**src/design/whf_pkg.sv**
```systemverilog
// Types, constants and the CORDIC arctangent table of the waypoint follower.
// Depends on nothing; imported by whf_cordic_step and the top level of the block.
package whf_pkg;

    // Sequencer states of the top level.
    typedef enum logic [3:0] {
        S_IDLE,
        S_VEC_INIT,
        S_VEC_ITER,
        S_VEC_MUL,
        S_CHECK,
        S_ERR,
        S_TURN,
        S_ROT_MUL,
        S_ROT_LOAD,
        S_ROT_ITER,
        S_ROT_UPD,
        S_DONE
    } t_state;

    // Control for one pass through the shared CORDIC step.
    typedef struct packed {
        logic       vec_mode;
        logic [4:0] iter;
    } t_cordic_ctl;

    // Register indexes of the configuration port.
    localparam logic [1:0] REG_DIST_TOL  = 2'd0;
    localparam logic [1:0] REG_ANGLE_TOL = 2'd1;
    localparam logic [1:0] REG_STEP_LEN  = 2'd2;
    localparam logic [1:0] REG_TURN_GAIN = 2'd3;

    // Register reset values.
    localparam logic [30:0] DIST_TOL_RST  = 31'd16384;
    localparam logic [14:0] ANGLE_TOL_RST = 15'd910;
    localparam logic [30:0] STEP_LEN_RST  = 31'd6554;
    localparam logic [15:0] TURN_GAIN_RST = 16'd16384;

    // Inverse CORDIC gain in Q0.16.
    localparam logic signed [16:0] INV_GAIN = 17'sd39797;

    // Saturation limits of the reported counts.
    localparam int MOVE_COUNT_MAX = 8191;
    localparam logic [15:0] TURN_COUNT_MAX = 16'hFFFF;

    // CORDIC working widths.
    localparam int XW = 36;
    localparam int ZW = 34;
    localparam int PW = 54;

    // Arctangent of 2^-i as a 32-bit binary angle.
    function automatic logic [29:0] whf_atan(input logic [4:0] idx);
        logic [29:0] v;
        case (idx)
            5'd0:  v = 30'd536870912;
            5'd1:  v = 30'd316933406;
            5'd2:  v = 30'd167458907;
            5'd3:  v = 30'd85004756;
            5'd4:  v = 30'd42667331;
            5'd5:  v = 30'd21354465;
            5'd6:  v = 30'd10679838;
            5'd7:  v = 30'd5340245;
            5'd8:  v = 30'd2670163;
            5'd9:  v = 30'd1335087;
            5'd10: v = 30'd667544;
            5'd11: v = 30'd333772;
            5'd12: v = 30'd166886;
            5'd13: v = 30'd83443;
            5'd14: v = 30'd41722;
            5'd15: v = 30'd20861;
            5'd16: v = 30'd10430;
            5'd17: v = 30'd5215;
            5'd18: v = 30'd2608;
            5'd19: v = 30'd1304;
            5'd20: v = 30'd652;
            5'd21: v = 30'd326;
            5'd22: v = 30'd163;
            5'd23: v = 30'd81;
            default: v = 30'd0;
        endcase
        return v;
    endfunction

endpackage

```
**src/design/whf_cordic_step.sv**
```systemverilog
// One CORDIC micro-rotation, shared by vectoring and rotation mode.
// Depends on whf_pkg for the control struct and the arctangent table.
module whf_cordic_step
    import whf_pkg::*;
(
    input  t_cordic_ctl           i_ctl,
    input  logic signed [XW-1:0]  i_x,
    input  logic signed [XW-1:0]  i_y,
    input  logic signed [ZW-1:0]  i_z,
    output logic signed [XW-1:0]  o_x,
    output logic signed [XW-1:0]  o_y,
    output logic signed [ZW-1:0]  o_z
);

    logic signed [XW-1:0] xs;
    logic signed [XW-1:0] ys;
    logic signed [ZW-1:0] ang;
    logic                 d_pos;

    // Shifted operands and the angle of this iteration.
    assign xs  = i_x >>> i_ctl.iter;
    assign ys  = i_y >>> i_ctl.iter;
    assign ang = $signed({4'b0, whf_atan(i_ctl.iter)});

    // Vectoring drives y to zero, rotation drives z to zero.
    assign d_pos = i_ctl.vec_mode ? (i_y <= 0) : (i_z >= 0);

    // Counter-clockwise or clockwise micro-rotation.
    always_comb begin
        if (d_pos) begin
            o_x = i_x - ys;
            o_y = i_y + xs;
            o_z = i_z - ang;
        end else begin
            o_x = i_x + ys;
            o_y = i_y - xs;
            o_z = i_z + ang;
        end
    end

endmodule

```
**src/design/waypoint_heading_follower_core.sv**
```systemverilog
// Waypoint follower: each request on the input stream is one waypoint; the block drives its
// internal pose there and returns one result with the final pose and step counts. A waypoint
// runs a first bearing, then for each move step the heading corrections, a rotation of the
// step and a new bearing, and then finishes; finishing waits while an earlier result still
// waits at the output. Vectoring and rotation share the one CORDIC step unit, and one
// multiplier serves all products. The block takes no new waypoint until the current one is
// done. Depends on whf_pkg and whf_cordic_step.
module waypoint_heading_follower_core
    import whf_pkg::*;
#(
    parameter int MAX_MOVE_STEPS    = 4096,
    parameter int MAX_TURN_STEPS    = 64,
    parameter int CORDIC_ITERATIONS = 16
) (
    input  logic         i_clk,
    input  logic         i_rst_n,
    input  logic         i_s_axis_tvalid,
    output logic         o_s_axis_tready,
    // target_x [31:0], target_y [63:32]
    input  logic [63:0]  i_s_axis_tdata,
    output logic         o_m_axis_tvalid,
    input  logic         i_m_axis_tready,
    // pose_x [31:0], pose_y [63:32], heading [79:64], move_steps [92:80],
    // turn_steps [108:93], limit_hit [109], zero [111:110]
    output logic [111:0] o_m_axis_tdata,
    input  logic         i_cfg_we,
    input  logic [1:0]   i_cfg_index,
    input  logic [30:0]  i_cfg_wdata
);

    localparam int IW  = $clog2(CORDIC_ITERATIONS);
    localparam int MW  = $clog2(MAX_MOVE_STEPS + 1);
    localparam int TW  = $clog2(MAX_TURN_STEPS + 1);
    localparam int OW  = (MW > 13) ? MW : 13;

    t_state n_state, r_state;

    logic [30:0] r_dist_tol;
    logic [14:0] r_angle_tol;
    logic [30:0] r_step_len;
    logic [15:0] r_turn_gain;

    logic signed [31:0]    r_tx, r_ty, r_px, r_py;
    logic [15:0]           r_head, r_bear;
    logic signed [XW-1:0]  r_x, r_y;
    logic signed [ZW-1:0]  r_z;
    logic [IW-1:0]         r_iter;
    logic signed [PW-1:0]  r_prod;
    logic [MW-1:0]         r_moves;
    logic [TW-1:0]         r_phase;
    logic [15:0]           r_turns;
    logic                  r_limit;
    logic                  r_ov;
    logic [111:0]          r_odata;

    t_cordic_ctl           ctl;
    logic signed [XW-1:0]  c_x, c_y;
    logic signed [ZW-1:0]  c_z;
    logic signed [36:0]    mul_a;
    logic signed [16:0]    mul_b;
    logic signed [PW-1:0]  mul_p;
    logic signed [15:0]    err;
    logic signed [17:0]    err_w;
    logic                  err_big;
    logic                  iter_last;
    logic                  too_far;
    logic signed [32:0]    dx, dy;
    logic signed [ZW-1:0]  zr;
    logic signed [ZW-1:0]  z0;
    logic signed [XW-1:0]  len;
    logic signed [PW-1:0]  turn_t;
    logic signed [35:0]    sum_x, sum_y;
    logic [OW-1:0]         mv_ext;
    logic [12:0]           mv_out;

    function automatic logic signed [31:0] sat32(input logic signed [35:0] v);
        logic signed [31:0] r;
        if (v > 36'sd2147483647) begin
            r = 32'sh7FFFFFFF;
        end else if (v < -36'sd2147483648) begin
            r = 32'sh80000000;
        end else begin
            r = v[31:0];
        end
        return r;
    endfunction

    // Shared CORDIC step.
    assign ctl.vec_mode = (r_state == S_VEC_ITER);
    assign ctl.iter     = 5'(r_iter);

    whf_cordic_step u_step (
        .i_ctl (ctl),
        .i_x   (r_x),
        .i_y   (r_y),
        .i_z   (r_z),
        .o_x   (c_x),
        .o_y   (c_y),
        .o_z   (c_z)
    );

    // Heading error against the bearing, and its tolerance test.
    assign err     = $signed(r_bear - r_head);
    assign err_w   = 18'(err);
    assign err_big = (err_w > $signed({3'b0, r_angle_tol}))
                  || (-err_w > $signed({3'b0, r_angle_tol}));

    assign iter_last = (r_iter == IW'(CORDIC_ITERATIONS - 1));
    assign too_far   = $signed(r_prod[PW-1:16]) > $signed({7'b0, r_dist_tol});

    // Shared multiplier operand selection.
    always_comb begin
        mul_a = 37'(r_x);
        mul_b = INV_GAIN;
        case (r_state)
            S_ERR: begin
                mul_a = 37'(err);
                mul_b = $signed({1'b0, r_turn_gain});
            end
            S_ROT_MUL: begin
                mul_a = $signed({6'b0, r_step_len});
            end
            default: begin
                mul_a = 37'(r_x);
            end
        endcase
    end
    assign mul_p = mul_a * mul_b;

    // Datapath helpers.
    assign dx     = 33'(r_tx) - 33'(r_py - r_py + r_px);
    assign dy     = 33'(r_ty) - 33'(r_py);
    assign zr     = r_z + ZW'(32'h8000);
    assign z0     = ZW'($signed({r_head, 16'b0}));
    assign len    = XW'(r_prod[PW-1:16]);
    assign turn_t = r_prod + PW'(16384);
    assign sum_x  = 36'(r_px) + r_x;
    assign sum_y  = 36'(r_py) + r_y;
    assign mv_ext = OW'(r_moves);
    assign mv_out = (mv_ext > OW'(MOVE_COUNT_MAX)) ? 13'(MOVE_COUNT_MAX) : mv_ext[12:0];

    // Next-state logic.
    always_comb begin
        n_state = r_state;
        unique case (r_state)
            S_IDLE:     if (i_s_axis_tvalid) n_state = S_VEC_INIT;
            S_VEC_INIT: n_state = S_VEC_ITER;
            S_VEC_ITER: if (iter_last) n_state = S_VEC_MUL;
            S_VEC_MUL:  n_state = S_CHECK;
            S_CHECK: begin
                if (!too_far || r_moves >= MW'(MAX_MOVE_STEPS)) n_state = S_DONE;
                else n_state = S_ERR;
            end
            S_ERR: begin
                if (!err_big) n_state = S_ROT_MUL;
                else if (r_phase >= TW'(MAX_TURN_STEPS)) n_state = S_DONE;
                else n_state = S_TURN;
            end
            S_TURN:     n_state = S_ERR;
            S_ROT_MUL:  n_state = S_ROT_LOAD;
            S_ROT_LOAD: n_state = S_ROT_ITER;
            S_ROT_ITER: if (iter_last) n_state = S_ROT_UPD;
            S_ROT_UPD:  n_state = S_VEC_INIT;
            S_DONE:     if (!r_ov || i_m_axis_tready) n_state = S_IDLE;
            default:    n_state = S_IDLE;
        endcase
    end

    // Port outputs.
    always_comb begin
        o_s_axis_tready = (r_state == S_IDLE);
        o_m_axis_tvalid = r_ov;
        o_m_axis_tdata  = r_odata;
    end

    // Control registers.
    always_ff @(posedge i_clk) begin
        if (!i_rst_n) begin
            r_state     <= S_IDLE;
            r_ov        <= 1'b0;
            r_px        <= '0;
            r_py        <= '0;
            r_head      <= '0;
            r_dist_tol  <= DIST_TOL_RST;
            r_angle_tol <= ANGLE_TOL_RST;
            r_step_len  <= STEP_LEN_RST;
            r_turn_gain <= TURN_GAIN_RST;
        end else begin
            r_state <= n_state;
            if (r_state == S_DONE && (!r_ov || i_m_axis_tready)) r_ov <= 1'b1;
            else if (r_ov && i_m_axis_tready) r_ov <= 1'b0;
            if (r_state == S_TURN) r_head <= r_head + turn_t[30:15];
            if (r_state == S_ROT_UPD) begin
                r_px <= sat32(sum_x);
                r_py <= sat32(sum_y);
            end
            if (i_cfg_we) begin
                case (i_cfg_index)
                    REG_DIST_TOL:  r_dist_tol  <= i_cfg_wdata;
                    REG_ANGLE_TOL: r_angle_tol <= i_cfg_wdata[14:0];
                    REG_STEP_LEN:  r_step_len  <= i_cfg_wdata;
                    REG_TURN_GAIN: r_turn_gain <= i_cfg_wdata[15:0];
                    default:       r_turn_gain <= r_turn_gain;
                endcase
            end
        end
    end

    // Working registers of the sequencer.
    always_ff @(posedge i_clk) begin
        case (r_state)
            S_IDLE: begin
                r_tx    <= $signed(i_s_axis_tdata[31:0]);
                r_ty    <= $signed(i_s_axis_tdata[63:32]);
                r_moves <= '0;
                r_turns <= '0;
                r_limit <= 1'b0;
            end
            S_VEC_INIT: begin
                r_iter <= '0;
                if (dx < 0) begin
                    r_x <= -XW'(dx);
                    r_y <= -XW'(dy);
                    r_z <= ZW'(33'sh080000000);
                end else begin
                    r_x <= XW'(dx);
                    r_y <= XW'(dy);
                    r_z <= '0;
                end
            end
            S_VEC_ITER, S_ROT_ITER: begin
                r_x    <= c_x;
                r_y    <= c_y;
                r_z    <= c_z;
                r_iter <= r_iter + 1'b1;
            end
            S_VEC_MUL: begin
                r_prod <= mul_p;
                r_bear <= zr[31:16];
            end
            S_CHECK: begin
                r_phase <= '0;
                if (too_far && r_moves >= MW'(MAX_MOVE_STEPS)) r_limit <= 1'b1;
            end
            S_ERR: begin
                r_prod <= mul_p;
                if (err_big && r_phase >= TW'(MAX_TURN_STEPS)) r_limit <= 1'b1;
            end
            S_TURN: begin
                r_phase <= r_phase + 1'b1;
                if (r_turns != TURN_COUNT_MAX) r_turns <= r_turns + 1'b1;
            end
            S_ROT_MUL: begin
                r_prod <= mul_p;
            end
            S_ROT_LOAD: begin
                r_iter <= '0;
                r_y    <= '0;
                if (z0 > ZW'(32'sh40000000)) begin
                    r_z <= z0 - ZW'(33'sh080000000);
                    r_x <= -len;
                end else if (z0 < -ZW'(32'sh40000000)) begin
                    r_z <= z0 + ZW'(33'sh080000000);
                    r_x <= -len;
                end else begin
                    r_z <= z0;
                    r_x <= len;
                end
            end
            S_ROT_UPD: begin
                r_moves <= r_moves + 1'b1;
            end
            S_DONE: begin
                if (!r_ov || i_m_axis_tready) begin
                    r_odata <= {2'b0, r_limit, r_turns, mv_out, r_head, r_py, r_px};
                end
            end
            default: begin
                r_iter <= r_iter;
            end
        endcase
    end

endmodule

```
**config.mk**
```make
export PLATFORM = sky130hd
export DESIGN_NAME = waypoint_heading_follower_core
export DESIGN_NICKNAME = d
export VERILOG_FILES = /design/src/design/whf_pkg.sv /design/src/design/whf_cordic_step.sv /design/src/design/waypoint_heading_follower_core.sv
export SDC_FILE = /design/constraint.sdc
export NUM_CORES = 2
export LEC_CHECK = 0
export ABC_AREA = 1
export BUFFER_PORTS_ARGS = -buffer_cell sky130_fd_sc_hd__buf_2
export CAP_MARGIN = 5
export CELL_PAD_IN_SITES_DETAIL_PLACEMENT = 1
export CELL_PAD_IN_SITES_GLOBAL_PLACEMENT = 1
export CORE_MARGIN = 2
export CORE_UTILIZATION = 44
export CTS_CLUSTER_DIAMETER = 80
export CTS_CLUSTER_SIZE = 40
export DETAILED_ROUTE_END_ITERATION = 8
export PLACE_DENSITY_LB_ADDON = 0.1
export SLEW_MARGIN = 20
export SYNTH_ARGS = -nofsm -noshare
export SYNTH_HDL_FRONTEND = slang
export SYNTH_SLANG_ARGS = --single-unit
```
**constraint.sdc**
```tcl
create_clock -name i_clk -period 10.2 [get_ports i_clk]
set_input_delay 1.53 -clock i_clk [delete_from_list [all_inputs] [get_ports i_clk]]
set_output_delay 1.53 -clock i_clk [all_outputs]
set_load 0.01 [all_outputs]
```
==> results.tsv <==
stage	metric	value	unit
sta	Worst Tran Pin Value	1180	ps
synthesis	Synth area leader	fa_1	
global_routing	vias in the first global route	70000	
route	DR vias	67700	
run_status	outcome	completed	
critical_path	CP Launch Type	register	
sta	Final setup viols	0	
sta	clock skew	64.6	ps
critical_path	Worst Setup SP	r_head[2]	
critical_path	Crit Path Class	reg -> reg	
critical_path	reg-to-reg critical path startpoint	r_head[2]	
sta	Final Hold Viols	0	
global_routing	pin count of the biggest net entering global routing	91	
critical_path	slowest library cell on the worst path	fa_1	
final_layout	Area growth syn-to-layout	8.26	%
route	Vias/cell	5.63	
sta	setup TNS	0	ps
synthesis	Distinct cells, synth	65	
synthesis	Post-synth ARST share	0	%
critical_path	r2r endpoint	r_prod[46]	
die	Die X	404	um
global_routing	initial antenna violation count	8	
synthesis	xor and xnor area share after synthesis	3.68	%
synthesis	share of the synthesized area in the top cell type	17.6	%
synthesis	compound-gate portion of the synthesized area	13.6	%
critical_path	CP Data Required Time	10680	ps
critical_path	most used cell, CP	nand2_1	
die	# rows	146	
clocking	clock sinks	585	
place	post-detail-place hpwl	244	mm
route	DRT Wirelength	293	mm
global_routing	GR peak layer	met2	
synthesis	fraction of the mapped netlist area in adder cells	26.0	%
global_routing	global-route wire length before repair	436	mm
global_routing	met3 Use GR	4.48	%
critical_path	Critical Path End Type	register	
die	# IOs	216	
sta	Relative slew margins	21.3	%
clocking	htree depth	2	
synthesis	post-synthesis mux area share	0.0142	%
route	Routed Antenna Nets	0	
clocking	clock slew at reported path FFs	100	ps
route	DRC	0	
clocking	worst-case clock buffer depth	3	
critical_path	reg2reg path depth	37	
synthesis	Simple-Gate Fraction of Synth Area	23.5	%
die	Initial Util	44.5	%
clocking	TritonCTS Buffers	54	
critical_path	reg-to-reg slack, setup	370	ps
global_routing	met2 usage	58.7	%
hold_path	Hold Crit Start	r_turns[3]	
clocking	setup bufs post-CTS	0	
critical_path	Max FO, Critical Path	19	
sta	final max-slew violation count	0	
synthesis	Cells after Synth	9752	
synthesis	Synth area leaders	fa_1, edfxtp_1, nand2_1	
die	die height	404	um
critical_path	Worst EP arrival	10310	ps
synthesis	Avg Cell Area, Syn	7.24	sq um
synthesis	Main synth FF type	edfxtp_1	
sta	FMAX	102	MHz
route	DRT Pass-1 Iters	5	
clocking	Root Buffer	clkbuf_16	
critical_path	Critical Path Max Stage Delay	550	ps
clocking	CTS tree	yes	
die	die area	164000	sq um
sta	crit path time final	9830	ps
global_routing	GRT Total Usage	35.3	%
clocking	CTS resizes	0	
synthesis	combinational family with the most area after synthesis	adder cells	
hold_path	hold depth	0	
sta	hold_ws	458	ps
sta	RSZ-0062 raised after global routing	false	
hold_path	Min-Delay Path Class	reg -> reg	
route	post-DR wirelength/cell	24.4	um
run	max cap viols	0	
place	placer's final routability congestion estimate	0.977	
synthesis	Seq/Total Area, Yosys	21.9	%
sta	period utilisation layout	96.4	%
synthesis	most common library cells after synthesis	nand2_1, inv_1, nor2_1, a21oi_1, fa_1	
clocking	# hold bufs at CTS	0	
synthesis	Post-Syn Area	70600	sq um
global_routing	M1 GR Usage	46.9	%
clocking	Clock Latency Late Sink	750	ps
place	port bufs	213	
synthesis	number of synthesized flops with an enable pin	377	
final_layout	layout cells sized above 1	6.46	%
synthesis	register bit total from synthesis	585	
final_layout	fin util	48.1	%
die	core area	159000	sq um
global_routing	gr ovfl total	0	
final_layout	final net count	11100	
synthesis	most common cell in the netlist	nand2_1	
critical_path	worst setup path endpoint	r_prod[46]	
route	Initial DRC Count	5128	
synthesis	synth warn	0	
## critical path, delay by kind of cell, from the launching register on
kind / cells / cell delay, ps
flip-flops: 1 / 410
AO/OA/AOI/OAI: 4 / 1020
XOR/XNOR: 1 / 170
adder cells (fa/ha/maj): 8 / 3890
AND/OR/NAND/NOR: 16 / 2830
buffers and inverters: 8 / 1280
## kinds of logic (layout without fill, tap and decap cells)
| logic type | Yosys count | count (layout) |
|---|---|---|
| flip-flops | 585 | 585 |
| other | 1 | 7 |
| AND/OR/NAND/NOR | 3995 | 3995 |
| AO/OA/AOI/OAI | 1736 | 1736 |
| buffers and inverters | 2045 | 2227 |
| adder cells (fa/ha/maj) | 1094 | 1094 |
| XOR/XNOR | 295 | 295 |
| multiplexers | 1 | 1 |
## layout make-up
cell class | instances | area [sq um]
clock buffers | 54 | 1350
multi-input cells | 7123 | 47200
well taps | 2072 | 2590
inverters | 1786 | 6710
clock inverters | 48 | 978
diodes | 5 | 12.5
flip-flops and latches | 585 | 15500
repair buffers | 339 | 2040
fillers | 20200 | 82300
## placed cells by master, fill, tap and decap left out, types with 9 or more instances in the layout
| master | n |
|---|---|
| o22ai_1 | 21 |
| nor2_4 | 9 |
| o21bai_1 | 20 |
| a21boi_0 | 14 |
| nor2_2 | 30 |
| nand3_1 | 505 |
| inv_1 | 1757 |
| buf_4 | 125 |
| fa_1 | 619 |
| a21oi_1 | 699 |
| a21o_1 | 29 |
| nand3_2 | 9 |
| nor4_1 | 28 |
| nand3b_1 | 19 |
| clkbuf_16 | 54 |
| o21a_1 | 14 |
| clkinv_1 | 14 |
| clkinv_16 | 14 |
| edfxtp_1 | 377 |
| ha_1 | 475 |
| a31oi_1 | 82 |
| o211ai_1 | 51 |
| o21ai_0 | 592 |
| o21ai_2 | 62 |
| buf_2 | 212 |
| or2_2 | 24 |
| inv_12 | 11 |
| xnor2_1 | 112 |
| o31ai_1 | 10 |
| nand2_1 | 2088 |
| xor2_1 | 181 |
| nand2_2 | 31 |
| nand4_1 | 107 |
| inv_2 | 13 |
| o21ai_1 | 83 |
| nor2_1 | 1006 |
| nor3_1 | 103 |
| dfxtp_1 | 208 |
| o221ai_1 | 18 |
## sequential cells by signal (all words and copies together) (netlist names), 15 cells and up
register	flops
r_py	32
o_m_axis_tdata	110
r_z	34
r_tx	32
r_y	36
r_head	16
r_angle_tol	15
r_step_len	31
r_ty	32
r_turn_gain	16
r_x	36
u_step.ang	30
r_prod	40
r_px	32
r_turns	16
r_bear	16
r_dist_tol	31
## metal layers
metal	part of all wire [%]	wire length, um
met4	4.4	12900
met1	43	127000
met2	47	136000
met5	0	0
met3	5.8	16800
## per-stage QoR
stage | instances | worst slack [ps] | cell area [sq um]
6_report | 12000 | 367 | 76400
5_1_grt | 12000 | 46.7 | 76400
4_1_cts | 12000 | 368 | 76400
3_5_place_dp | 11900 | 348 | 74100
3_3_place_gp | 11900 | 565 | 74000
2_1_floorplan | 9753 | 463 | 70600
## worst min-delay path by stage
stage / end / slack [ps]
after floorplan: o_m_axis_tdata[109] / 400
after global placement: o_m_axis_tdata[96] / 430
after detailed placement: o_m_axis_tdata[96] / 440
after CTS: r_step_len[24] / 460
after global routing: o_m_axis_tdata[96] / 480
final: o_m_axis_tdata[96] / 460
Power is not shown: default switching activity piles up to over one toggle a cycle in this logic, so the estimate is an artifact.
